===== config.mk =====
export PLATFORM = sky130hd
export DESIGN_NAME = prime_modular_arithmetic_unit_core
export DESIGN_NICKNAME = d
export VERILOG_FILES = /design/src/pma_pkg.sv /design/src/pma_mulmod.sv /design/src/pma_datapath.sv /design/src/pma_ctrl.sv /design/src/prime_modular_arithmetic_unit_core.sv
export SDC_FILE = /design/constraint.sdc
export NUM_CORES = 2
export LEC_CHECK = 0
export ABC_AREA = 1
export ABC_CLOCK_PERIOD_IN_PS = 12700
export BUFFER_PORTS_ARGS = -buffer_cell sky130_fd_sc_hd__buf_4
export CAP_MARGIN = 20
export CORE_ASPECT_RATIO = 1.25
export CORE_MARGIN = 1.5
export CORE_UTILIZATION = 65
export DETAILED_ROUTE_END_ITERATION = 12
export PLACE_DENSITY = 0.82
export SLEW_MARGIN = 30
export SYNTH_ARGS = -nofsm -noshare
export SYNTH_HDL_FRONTEND = slang
export SYNTH_HIERARCHICAL = 1
export SYNTH_SLANG_ARGS = --single-unit
export TNS_END_PERCENT = 5

===== constraint.sdc =====
create_clock -name clk -period 12.7 [get_ports clk]
set_input_delay 0.635 -clock clk [delete_from_list [all_inputs] [get_ports clk]]
set_output_delay 0.635 -clock clk [all_outputs]
set_load 0.01 [all_outputs]

===== src/pma_pkg.sv =====
package pma_pkg;

	localparam int unsigned DATA_W = 30;
	localparam int unsigned EXP_W = 31;

	localparam logic [DATA_W-1:0] MODULUS = 30'd998244353;
	localparam logic [EXP_W-1:0] INV_EXP = 31'd998244351;

	// barrett factor floor(2^60 / modulus)
	localparam logic [63:0] MU_WIDE = (64'd1 << 60) / 64'(MODULUS);
	localparam logic [30:0] BARRETT_MU = MU_WIDE[30:0];

	typedef enum logic [2:0] {
		KIND_ADD = 3'd0,
		KIND_SUB = 3'd1,
		KIND_MUL = 3'd2,
		KIND_POW = 3'd3,
		KIND_INV = 3'd4
	} kind_t;

	typedef enum logic {
		DST_ACC,
		DST_BASE
	} dst_t;

	typedef enum logic [1:0] {
		SEL_AB,
		SEL_ACC_BASE,
		SEL_BASE_BASE
	} mul_sel_t;

	typedef enum logic [2:0] {
		ST_IDLE,
		ST_DISPATCH,
		ST_CHECK,
		ST_ISSUE_ACC,
		ST_ISSUE_SQ,
		ST_WAIT,
		ST_FINISH
	} state_t;

	typedef struct packed {
		logic     load;
		logic     issue;
		mul_sel_t sel;
		dst_t     dst;
		logic     exp_shift;
		logic     finish;
	} ctrl_cmd_t;

	typedef struct packed {
		kind_t kind;
		logic  exp_zero;
		logic  exp_bit;
		logic  exp_last;
		logic  mul_busy;
	} ctrl_stat_t;

endpackage


===== src/pma_mulmod.sv =====
module pma_mulmod (
	input  logic                          clk,
	input  logic                          arst_n,
	input  logic                          in_valid,
	input  pma_pkg::dst_t                 in_dst,
	input  logic [pma_pkg::DATA_W-1:0]    x,
	input  logic [pma_pkg::DATA_W-1:0]    y,
	output logic                          out_valid,
	output pma_pkg::dst_t                 out_dst,
	output logic [pma_pkg::DATA_W-1:0]    out_value,
	output logic                          busy
);
	import pma_pkg::*;

	localparam logic [31:0] M1 = 32'(MODULUS);
	localparam logic [31:0] M2 = 32'({MODULUS, 1'b0});

	logic        valid_s1, valid_s2, valid_s3, valid_s4;
	dst_t        dst_s1, dst_s2, dst_s3, dst_s4;
	logic [59:0] prod_s1;
	logic [61:0] quot_s2;
	logic [31:0] prod_lo_s2, prod_lo_s3;
	logic [31:0] qm_s3;
	logic [DATA_W-1:0] value_s4;

	logic [31:0] qm_lo;
	logic [31:0] diff;
	logic [31:0] diff_red;

	always_ff @(posedge clk or negedge arst_n) begin
		if (!arst_n) begin
			valid_s1 <= 1'b0;
			valid_s2 <= 1'b0;
			valid_s3 <= 1'b0;
			valid_s4 <= 1'b0;
		end else begin
			valid_s1 <= in_valid;
			valid_s2 <= valid_s1;
			valid_s3 <= valid_s2;
			valid_s4 <= valid_s3;
		end
	end

	// full product, quotient estimate, quotient times modulus, correction
	always_comb begin
		qm_lo = 32'(quot_s2[61:31]) * M1;
		diff = prod_lo_s3 - qm_s3;
		if (diff >= M2) begin
			diff_red = diff - M2;
		end else if (diff >= M1) begin
			diff_red = diff - M1;
		end else begin
			diff_red = diff;
		end
	end

	always_ff @(posedge clk) begin
		dst_s1     <= in_dst;
		prod_s1    <= 60'(x) * 60'(y);
		dst_s2     <= dst_s1;
		quot_s2    <= 62'(prod_s1[59:29]) * 62'(BARRETT_MU);
		prod_lo_s2 <= prod_s1[31:0];
		dst_s3     <= dst_s2;
		qm_s3      <= qm_lo;
		prod_lo_s3 <= prod_lo_s2;
		dst_s4     <= dst_s3;
		value_s4   <= diff_red[DATA_W-1:0];
	end

	assign out_valid = valid_s4;
	assign out_dst   = dst_s4;
	assign out_value = value_s4;
	assign busy      = valid_s1 | valid_s2 | valid_s3 | valid_s4;

endmodule


===== src/pma_datapath.sv =====
module pma_datapath (
	input  logic                          clk,
	input  logic                          arst_n,
	input  logic [2:0]                    kind,
	input  logic [pma_pkg::DATA_W-1:0]    operand_a,
	input  logic [pma_pkg::DATA_W-1:0]    operand_b,
	input  logic [pma_pkg::EXP_W-1:0]     exponent,
	input  pma_pkg::ctrl_cmd_t            cmd,
	output pma_pkg::ctrl_stat_t           stat,
	output logic [pma_pkg::DATA_W-1:0]    result
);
	import pma_pkg::*;

	function automatic logic [DATA_W-1:0] reduce_once(input logic [DATA_W-1:0] v);
		return (v >= MODULUS) ? v - MODULUS : v;
	endfunction

	kind_t             kind_q;
	logic [DATA_W-1:0] a_q, b_q, acc_q, base_q, result_q;
	logic [EXP_W-1:0]  exp_q;

	logic [DATA_W-1:0] mul_x, mul_y;
	logic              mul_valid;
	dst_t              mul_dst;
	logic [DATA_W-1:0] mul_value;
	logic              mul_busy;

	logic [DATA_W-1:0] addend;
	logic [DATA_W:0]   sum;
	logic [DATA_W-1:0] sum_red;
	kind_t             kind_in;
	logic [EXP_W-1:0]  exp_init;

	always_comb begin
		kind_in = kind_t'(kind);
		case (kind_in)
			KIND_POW: exp_init = exponent;
			KIND_INV: exp_init = INV_EXP;
			default:  exp_init = '0;
		endcase
	end

	always_comb begin
		addend = (kind_q == KIND_SUB) ? MODULUS - b_q : b_q;
		sum = {1'b0, a_q} + {1'b0, addend};
		sum_red = (sum >= {1'b0, MODULUS}) ? DATA_W'(sum - {1'b0, MODULUS}) : sum[DATA_W-1:0];
	end

	always_comb begin
		case (cmd.sel)
			SEL_AB: begin
				mul_x = a_q;
				mul_y = b_q;
			end
			SEL_ACC_BASE: begin
				mul_x = acc_q;
				mul_y = base_q;
			end
			SEL_BASE_BASE: begin
				mul_x = base_q;
				mul_y = base_q;
			end
			default: begin
				mul_x = a_q;
				mul_y = b_q;
			end
		endcase
	end

	pma_mulmod u_mulmod (
		.clk       (clk),
		.arst_n    (arst_n),
		.in_valid  (cmd.issue),
		.in_dst    (cmd.dst),
		.x         (mul_x),
		.y         (mul_y),
		.out_valid (mul_valid),
		.out_dst   (mul_dst),
		.out_value (mul_value),
		.busy      (mul_busy)
	);

	always_ff @(posedge clk) begin
		if (cmd.load) begin
			kind_q <= kind_in;
			a_q    <= reduce_once(operand_a);
			b_q    <= reduce_once(operand_b);
			base_q <= reduce_once(operand_a);
			acc_q  <= DATA_W'(1);
			exp_q  <= exp_init;
		end else begin
			if (mul_valid) begin
				if (mul_dst == DST_ACC) begin
					acc_q <= mul_value;
				end else begin
					base_q <= mul_value;
				end
			end
			if (cmd.exp_shift) begin
				exp_q <= exp_q >> 1;
			end
		end
		if (cmd.finish) begin
			case (kind_q)
				KIND_ADD, KIND_SUB:           result_q <= sum_red;
				KIND_MUL, KIND_POW, KIND_INV: result_q <= acc_q;
				default:                      result_q <= '0;
			endcase
		end
	end

	assign stat.kind     = kind_q;
	assign stat.exp_zero = (exp_q == '0);
	assign stat.exp_bit  = exp_q[0];
	assign stat.exp_last = (exp_q[EXP_W-1:1] == '0);
	assign stat.mul_busy = mul_busy;
	assign result        = result_q;

endmodule


===== src/pma_ctrl.sv =====
module pma_ctrl (
	input  logic                 clk,
	input  logic                 arst_n,
	input  logic                 start,
	input  pma_pkg::ctrl_stat_t  stat,
	output pma_pkg::ctrl_cmd_t   cmd,
	output logic                 busy,
	output logic                 done
);
	import pma_pkg::*;

	state_t state_q, state_d;
	logic   done_q;

	always_ff @(posedge clk or negedge arst_n) begin
		if (!arst_n) begin
			state_q <= ST_IDLE;
			done_q  <= 1'b0;
		end else begin
			state_q <= state_d;
			done_q  <= (state_q == ST_FINISH);
		end
	end

	always_comb begin
		state_d = state_q;
		cmd = '0;
		case (state_q)
			ST_IDLE: begin
				if (start) begin
					cmd.load = 1'b1;
					state_d = ST_DISPATCH;
				end
			end
			ST_DISPATCH: begin
				case (stat.kind)
					KIND_MUL: begin
						cmd.issue = 1'b1;
						cmd.sel = SEL_AB;
						cmd.dst = DST_ACC;
						state_d = ST_WAIT;
					end
					KIND_POW, KIND_INV: state_d = ST_CHECK;
					default: state_d = ST_FINISH;
				endcase
			end
			ST_CHECK: begin
				state_d = stat.exp_zero ? ST_FINISH : ST_ISSUE_ACC;
			end
			ST_ISSUE_ACC: begin
				cmd.issue = stat.exp_bit;
				cmd.sel = SEL_ACC_BASE;
				cmd.dst = DST_ACC;
				// no square needed after the top exponent bit
				state_d = stat.exp_last ? ST_WAIT : ST_ISSUE_SQ;
			end
			ST_ISSUE_SQ: begin
				cmd.issue = 1'b1;
				cmd.sel = SEL_BASE_BASE;
				cmd.dst = DST_BASE;
				state_d = ST_WAIT;
			end
			ST_WAIT: begin
				if (!stat.mul_busy) begin
					cmd.exp_shift = 1'b1;
					state_d = stat.exp_last ? ST_FINISH : ST_ISSUE_ACC;
				end
			end
			ST_FINISH: begin
				cmd.finish = 1'b1;
				state_d = ST_IDLE;
			end
			default: state_d = ST_IDLE;
		endcase
	end

	assign busy = (state_q != ST_IDLE);
	assign done = done_q;

endmodule


===== src/prime_modular_arithmetic_unit_core.sv =====
// add, subtract and unused kinds go straight to finish; power finishes on a zero exponent;
// otherwise power and inverse (exponent modulus - 2) walk the exponent bits from the lowest;
// per bit, acc *= base if set, base *= base unless it is the top bit, in the 4-stage multiplier
// a new request is taken in the cycle that done is shown; one request in flight at a time
// the receiver cannot stall; asynchronous reset clears the controller and multiplier valids
module prime_modular_arithmetic_unit_core (
	input  logic                          clk,
	input  logic                          arst_n,
	input  logic                          start,
	input  logic [2:0]                    kind,
	input  logic [pma_pkg::DATA_W-1:0]    operand_a,
	input  logic [pma_pkg::DATA_W-1:0]    operand_b,
	input  logic [pma_pkg::EXP_W-1:0]     exponent,
	output logic                          busy,
	output logic                          done,
	output logic [pma_pkg::DATA_W-1:0]    result
);
	import pma_pkg::*;

	ctrl_cmd_t  cmd;
	ctrl_stat_t stat;

	pma_ctrl u_ctrl (
		.clk    (clk),
		.arst_n (arst_n),
		.start  (start),
		.stat   (stat),
		.cmd    (cmd),
		.busy   (busy),
		.done   (done)
	);

	pma_datapath u_datapath (
		.clk       (clk),
		.arst_n    (arst_n),
		.kind      (kind),
		.operand_a (operand_a),
		.operand_b (operand_b),
		.exponent  (exponent),
		.cmd       (cmd),
		.stat      (stat),
		.result    (result)
	);

	a_result_reduced: assert property (@(posedge clk) disable iff (!arst_n)
		done |-> (result < MODULUS))
		else $error("result not reduced");

	a_accept_busy: assert property (@(posedge clk) disable iff (!arst_n)
		(start && !busy) |=> busy)
		else $error("accepted request did not raise busy");

	a_done_idle: assert property (@(posedge clk) disable iff (!arst_n)
		done |-> !busy)
		else $error("done while busy");

	a_done_single: assert property (@(posedge clk) disable iff (!arst_n)
		done |=> !done)
		else $error("done held for more than one cycle");

endmodule


== Word-level counts from Yosys, hierarchy flattened ==
Cells that the tools add are included.
Cells by class
  order comparisons: 5
  reduce and logical (&&, ||, !) cells: 15
  bitwise logic cells: 4
  $add $sub $neg: 8
  mux-type cells: 29
  multiply operators: 3
  equality and inequality tests: 16
Operators with widths (number)
  two-way mux 30 bit: 10
  subtractor 30 bit, second input constant: 5
  case mux 30 bit (2 select lines): 2
  multiplier 31 x 31 -> 62 bit, second input constant: 1
  two-way mux 31 bit: 2
  case mux 31 bit (2 select lines): 1
  greater-or-equal comparator 30 bit, second input constant: 2
  multiplier 30 x 30 -> 60 bit: 1
  greater-or-equal comparator 32 x 30 -> 1 bit, second input constant: 1
  greater-or-equal comparator 32 x 31 -> 1 bit, second input constant: 1
  multiplier 31 x 30 -> 32 bit, second input constant: 1
  subtractor 32 bit: 1
  adder 30 x 30 -> 31 bit: 1
  greater-or-equal comparator 31 x 30 -> 1 bit, second input constant: 1
  logical NOT 31 bit: 1
  logical NOT 30 bit: 1
  subtractor 30 bit, first input constant: 1
  case mux 3 bit (6 select lines): 1
  == test 3 x 2 -> 1 bit, second input constant: 5
  == test 3 bit, second input constant: 5
  two-way mux 3 bit: 4
  case mux 4 bit (3 select lines): 1
  == test 3 x 1 -> 1 bit, second input constant: 2
  logical NOT 3 bit: 2
  13 further kinds: 27
Storage, ports and cells
  output and inout bits: 32
  logic and storage cells: 103
  input bits: 97
  bits in registers: 444

== Depth between registers and ports, before layout ==
  depth after elaboration: 7
  mapped depth: 44
  mapped depth without buffers: 40

== Hierarchy ==
Netlist, hierarchy kept.
Modules (own cells, without submodules)
  pma_mulmod: instances 1, sequential area each 4524.3 sq um, area each 54666.2 sq um, cells each 6863
  pma_datapath: instances 1, sequential area each 5225.0 sq um, area each 13835.8 sq um, cells each 1988
  pma_ctrl: instances 1, sequential area each 100.1 sq um, area each 346.6 sq um, cells each 55

== Worst setup path before layout ==
OpenSTA, ideal clock, no wires.
  path type: reg2reg
  from: register u_ctrl.state_q[1]
  to: register u_datapath.u_mulmod.prod_s1[44]
  arrival: 8287 ps
  path buffers: 4
  required time: 12573 ps
  path slack: 4286 ps
  cell stages (with the launch flop): 40
  setup time: 127 ps
  period minus slack after synthesis: 8414 ps
  cells stage by stage: dfrtp_1 > inv_2 > nor2_2 > nand2_1 > inv_2 > inv_1 > ha_1 > clkbuf_1 > inv_1 > clkbuf_1 > clkbuf_1 > nand3_1 > o211ai_1 > clkbuf_1 > nand2_1 > fa_1 > inv_1 > fa_1 > [4 not listed] > fa_1 > fa_1 > fa_1 > inv_1 > fa_1 > inv_1 > ha_1 > a21oi_1 > inv_1 > a31oi_1 > inv_1 > a21oi_1 > inv_1 > a21oi_1 > o21ai_0 > a21oi_1 > o21ai_0 > xor2_1
RTL lines
  start, declared: line pma_ctrl.sv:12  | state_t state_q, state_d;
  start signal, assigned: line pma_ctrl.sv:20  | state_q <= state_d;
  end signal, assigned: line pma_mulmod.sv:59  | prod_s1 <= 60'(x) * 60'(y);
  end, declared: line pma_mulmod.sv:20  | logic [59:0] prod_s1;

==> run summary <==
The count of port buffers added during placement is 128. The die outline width is 294.1 microns. The portion of the post-synthesis area used by sequential elements came out at 0.1431.

The post-synth design cell area came out at 68,850 sq um. Setup repair after global routing left no endpoint under its margin. The violation count after the first detailed-route iteration is 4,537. The final total negative setup slack is 0 ps. The count of buffer and inverter cells on the critical path is 12. The core region area came out at 105,200 sq um.

The via count of the first global-routing pass came to 60,189. The per-cell routed wire length came out at 19.73 microns. The number of maximum-capacitance constraint violations is 0.

Dividing the final minimum period by the clock period gives 0.8023. The net count after synthesis came out at 10,806. The aggregate routed wire length is 204.4 mm.

The full die area came out at 107,900 sq um. The count of flip-flops with a built-in enable after synthesis is 154. The count of unresolved DRC violations after routing came out at 0. The first global-routing pass estimated 322.2 mm of wire. The kind of cell with the highest combined delay along the critical path is adder cells. In this run the worst setup path terminates at u_datapath/u_mulmod/prod_s1[59].

The wire length on met1 came out at 72.10 mm. Counting cells, the worst reg-to-reg path comes to 34. The endpoint arrival time on the critical path is 10,660 ps.

The number of instances in the synthesized netlist is 8,906. Tracing the worst setup path back leads to its startpoint at u_ctrl/state_q[1]. The number of nets in the finished design is 10,807. The layout cell share with drive strength beyond 1 is 0.04620. The count of TritonRoute iterations in the first routing pass is 6. Using the TritonRoute via totals, the vias-per-cell ratio works out to 5.529. In this run the worst hold path is classified as primary input to flop. The most frequently used flop master after synthesis is sky130_fd_sc_hd__dfxtp_1. Power spread over the standard cell area amounts to 41.80 nW/um^2.

The number of rows created at floorplan is 133. The total of fill cells in the finished design came out at 8,709. At the worst endpoint, the required time is 13,170 ps. Counting distinct cell types in the post-synthesis netlist gives 60. The hold violation total from the final report was 0. After clock tree synthesis, the repair step resized 0 gates. The clock latency on the worst-skew pair is 610 ps. The number of setup violations in the final report is 0. The design draws 3.044 mW. Detailed placement finished with a half-perimeter wire length of 165.7 mm. The worst register-to-register path begins at u_ctrl/state_q[1]. The number of pins with negative max-slew slack in the final report came out at 0. The number of post-CTS setup repair buffers came out at 0. The detailed router used layers up to and including met5.

The post-route clock skew came out at 35.79 ps. The met3 wirelength from detailed routing came out at 16.56 mm. Synthesis inferred 413 register bits. The endpoint identified for the worst register-to-register timing path is u_datapath/u_mulmod/prod_s1[59]. The slew of the pin with the lowest slew margin is 999.2 ps.

The largest individual stage delay along the critical path comes from the cell sky130_fd_sc_hd__inv_2. The worst setup slack for register-to-register paths came out at 2510 ps. The initial cell density of the core is 0.6546. IR analysis of the VDD net gives a maximum drop of 0.08801 mV. The detailed router placed 57,267 vias in this run. By instance count, the cell type seen most on the critical path is sky130_fd_sc_hd__fa_1.

The global placement routability congestion is 1.054. The largest net degree at the start of global routing is 87. The initial antenna violation count is 4. For this run, the number of Yosys warnings is 6. The routed length on met2 came out at 98.20 mm. The worst-path maximum fanout is 50. The number of H-tree levels is 2. The highest cell delay on the worst timing path came out at 740 ps.

The overall die height is 366.9 microns. The critical path runs through a total of 34 cells. Each instance of the synthesized netlist takes up on average 7.731 sq um. The area added between synthesis and finish came out at 5.770%. The worst setup path is of the flop to flop kind. The proportion of register bits with asynchronous set or reset after synthesis came out at 0.01937. The number of hold buffers added after CTS was 1. The flow ran to the end, and the final reports show no timing, DRC or antenna violations.

In the global route stage, overall resource usage came out at 0.3878. For this design the static power due to leakage is 41.41 nW. STA classifies the critical path endpoint as a flop. Based on the critical path, the design can be clocked at up to 98.14 MHz. The clock tree from TritonCTS is done. The TritonCTS buffer count is 41. The global-route congestion overflow total is 0. The maximum clock path buffer count came out at 3. The final period demand of the worst path came out at 10,190 ps. The worst slew margin relative to its limit came out at 0.3339. The top-level port count came out at 129. After clock tree synthesis, the clock-pin slew on the worst setup and hold paths is 60 ps. The remaining antenna violation count after routing is 0. The TritonCTS sink count is 413. The buffer cell driving the clock tree root is sky130_fd_sc_hd__clkbuf_16. STA classifies the critical path startpoint as a flop. In this run the most critical hold path is launched from kind[0].
## state kept, by name, summed over array words and instances, names as in the netlist, 3 cells and up
signal and flops:
u_datapath/u_mulmod/out_value 30, u_datapath/result 30, u_datapath/u_mulmod/quot_s2 31, u_datapath/u_mulmod/prod_s1 60
u_ctrl/state_q 3, u_datapath/a_q 30, u_datapath/exp_q 31, u_datapath/base_q 30
u_datapath/b_q 30, u_datapath/u_mulmod/prod_lo_s3 32, u_datapath/u_mulmod/qm_s3 32, u_datapath/u_mulmod/prod_lo_s2 32
u_datapath/acc_q 30, u_datapath/kind_q 3
## worst register-to-register path: cells and delay by family, from the launching register on
family	cells	cell delay, ps
AO/OA/AOI/OAI	3	830
XOR/XNOR	1	180
adder cells (fa/ha/maj)	10	4900
buffers and inverters	12	2300
flip-flops	1	420
AND/OR/NAND/NOR	8	1430
## per-stage QoR
stage / hold slack [ps] / instance area, sq um / cells / setup WS (ps) / util
after global placement: 310.9 / 71290 / 10280 / 2818 / 0.6779
after CTS: 200.9 / 72810 / 10356 / 2617 / 0.6923
final: 224.8 / 72820 / 10358 / 2511 / 0.6924
after floorplan: 309.6 / 68850 / 8906 / 4286 / -
after global routing: 215.5 / 72820 / 10356 / 1988 / 0.6924
after detailed placement: 312.1 / 71300 / 10280 / 2701 / 0.6780
## logic make-up after synthesis
logic type,after synthesis,share of synthesized area
simple gates,3227,0.1890
buf+inv,2626,0.1447
fa+ha+maj,1803,0.4420
compound gates,582,0.04847
flops,413,0.1431
xor+xnor,255,0.03266
## power by group
group | leakage (nW) | internal, mW | switching (mW) | total (mW)
logic | 37.0 | 0.0562 | 0.106 | 0.162
clock network | 0.720 | 0.790 | 0.565 | 1.35
registers | 3.67 | 1.42 | 0.105 | 1.53
## area by class of cell
type | instances | area (sq um) | share of cell area
clock buffer | 50 | 1132 | 0.01555
inverter | 2369 | 8892 | 0.1221
tap | 1417 | 1773 | 0.02435
sequential | 413 | 9854 | 0.1353
timing repair buffer | 215 | 1633 | 0.02242
clock inverter | 25 | 364.1 | 0.005000
antenna | 2 | 5.005 | 0.00006873
multi-input combinational | 5867 | 49170 | 0.6752
## cell usage in the layout (no fill, tap or decap), types with 61 or more instances in the layout
master                     synthesis  routed
sky130_fd_sc_hd__a21oi_1         209     208
sky130_fd_sc_hd__buf_4             9     212
sky130_fd_sc_hd__dfxtp_1         251     247
sky130_fd_sc_hd__edfxtp_1        154     154
sky130_fd_sc_hd__fa_1           1049    1049
sky130_fd_sc_hd__ha_1            754     754
sky130_fd_sc_hd__inv_1          2346    2344
sky130_fd_sc_hd__nand2_1        2273    2272
sky130_fd_sc_hd__nand3_1         269     269
sky130_fd_sc_hd__nor2_1          475     473
sky130_fd_sc_hd__nor3_1           62      61
sky130_fd_sc_hd__o21ai_0         158     130
sky130_fd_sc_hd__xnor2_1          75      75
sky130_fd_sc_hd__xor2_1          178     178
## per-layer routing
layer / GRT usage / vias to the layer above
li1: - / 26398
met1: 0.4440 / 27336
met2: 0.6554 / 2712
met3: 0.06683 / 817
met4: 0.2760 / 4
met5: 0 / -
## cells in the mapped netlist (7+ instances only)
cell type | number | share of area
sky130_fd_sc_hd__inv_2 | 19 | 0.0010
sky130_fd_sc_hd__ha_1 | 754 | 0.14
sky130_fd_sc_hd__xnor2_1 | 75 | 0.0095
sky130_fd_sc_hd__o21ai_0 | 158 | 0.011
sky130_fd_sc_hd__a31oi_1 | 53 | 0.0048
sky130_fd_sc_hd__o211ai_1 | 36 | 0.0039
sky130_fd_sc_hd__nor3_1 | 62 | 0.0045
sky130_fd_sc_hd__o21a_1 | 20 | 0.0022
sky130_fd_sc_hd__buf_4 | 9 | 0.00098
sky130_fd_sc_hd__fa_1 | 1049 | 0.31
sky130_fd_sc_hd__buf_6 | 9 | 0.0015
sky130_fd_sc_hd__nor2_2 | 12 | 0.0011
sky130_fd_sc_hd__dfxtp_1 | 251 | 0.073
sky130_fd_sc_hd__xor2_1 | 178 | 0.023
sky130_fd_sc_hd__o21bai_1 | 8 | 0.00087
sky130_fd_sc_hd__dfrtp_1 | 8 | 0.0029
sky130_fd_sc_hd__clkbuf_1 | 226 | 0.012
sky130_fd_sc_hd__buf_1 | 7 | 0.00038
sky130_fd_sc_hd__nand3_2 | 9 | 0.0013
sky130_fd_sc_hd__o21ai_1 | 32 | 0.0023
sky130_fd_sc_hd__inv_1 | 2346 | 0.13
sky130_fd_sc_hd__nor2_1 | 475 | 0.026
sky130_fd_sc_hd__nand4_1 | 54 | 0.0049
sky130_fd_sc_hd__a22oi_1 | 21 | 0.0023
sky130_fd_sc_hd__nor4_1 | 18 | 0.0016
sky130_fd_sc_hd__nand3_1 | 269 | 0.020
sky130_fd_sc_hd__nand2_1 | 2273 | 0.12
sky130_fd_sc_hd__nand2_2 | 22 | 0.0020
sky130_fd_sc_hd__edfxtp_1 | 154 | 0.067
sky130_fd_sc_hd__a21o_1 | 12 | 0.0013
sky130_fd_sc_hd__a21oi_1 | 209 | 0.015
## worst min path at each step
stage / to / slack (ps) / depth (start not counted)
floorplan: u_datapath/u_mulmod/dst_s2 / 310 / 0
global route: u_datapath/kind_q[0] / 220 / 1
CTS: u_datapath/kind_q[0] / 200 / 1
detailed placement: u_datapath/u_mulmod/prod_lo_s2[1] / 310 / 0
finish: u_datapath/kind_q[0] / 220 / 1
global placement: u_datapath/u_mulmod/prod_lo_s2[1] / 310 / 0
Power figures use the tool's default switching activity.
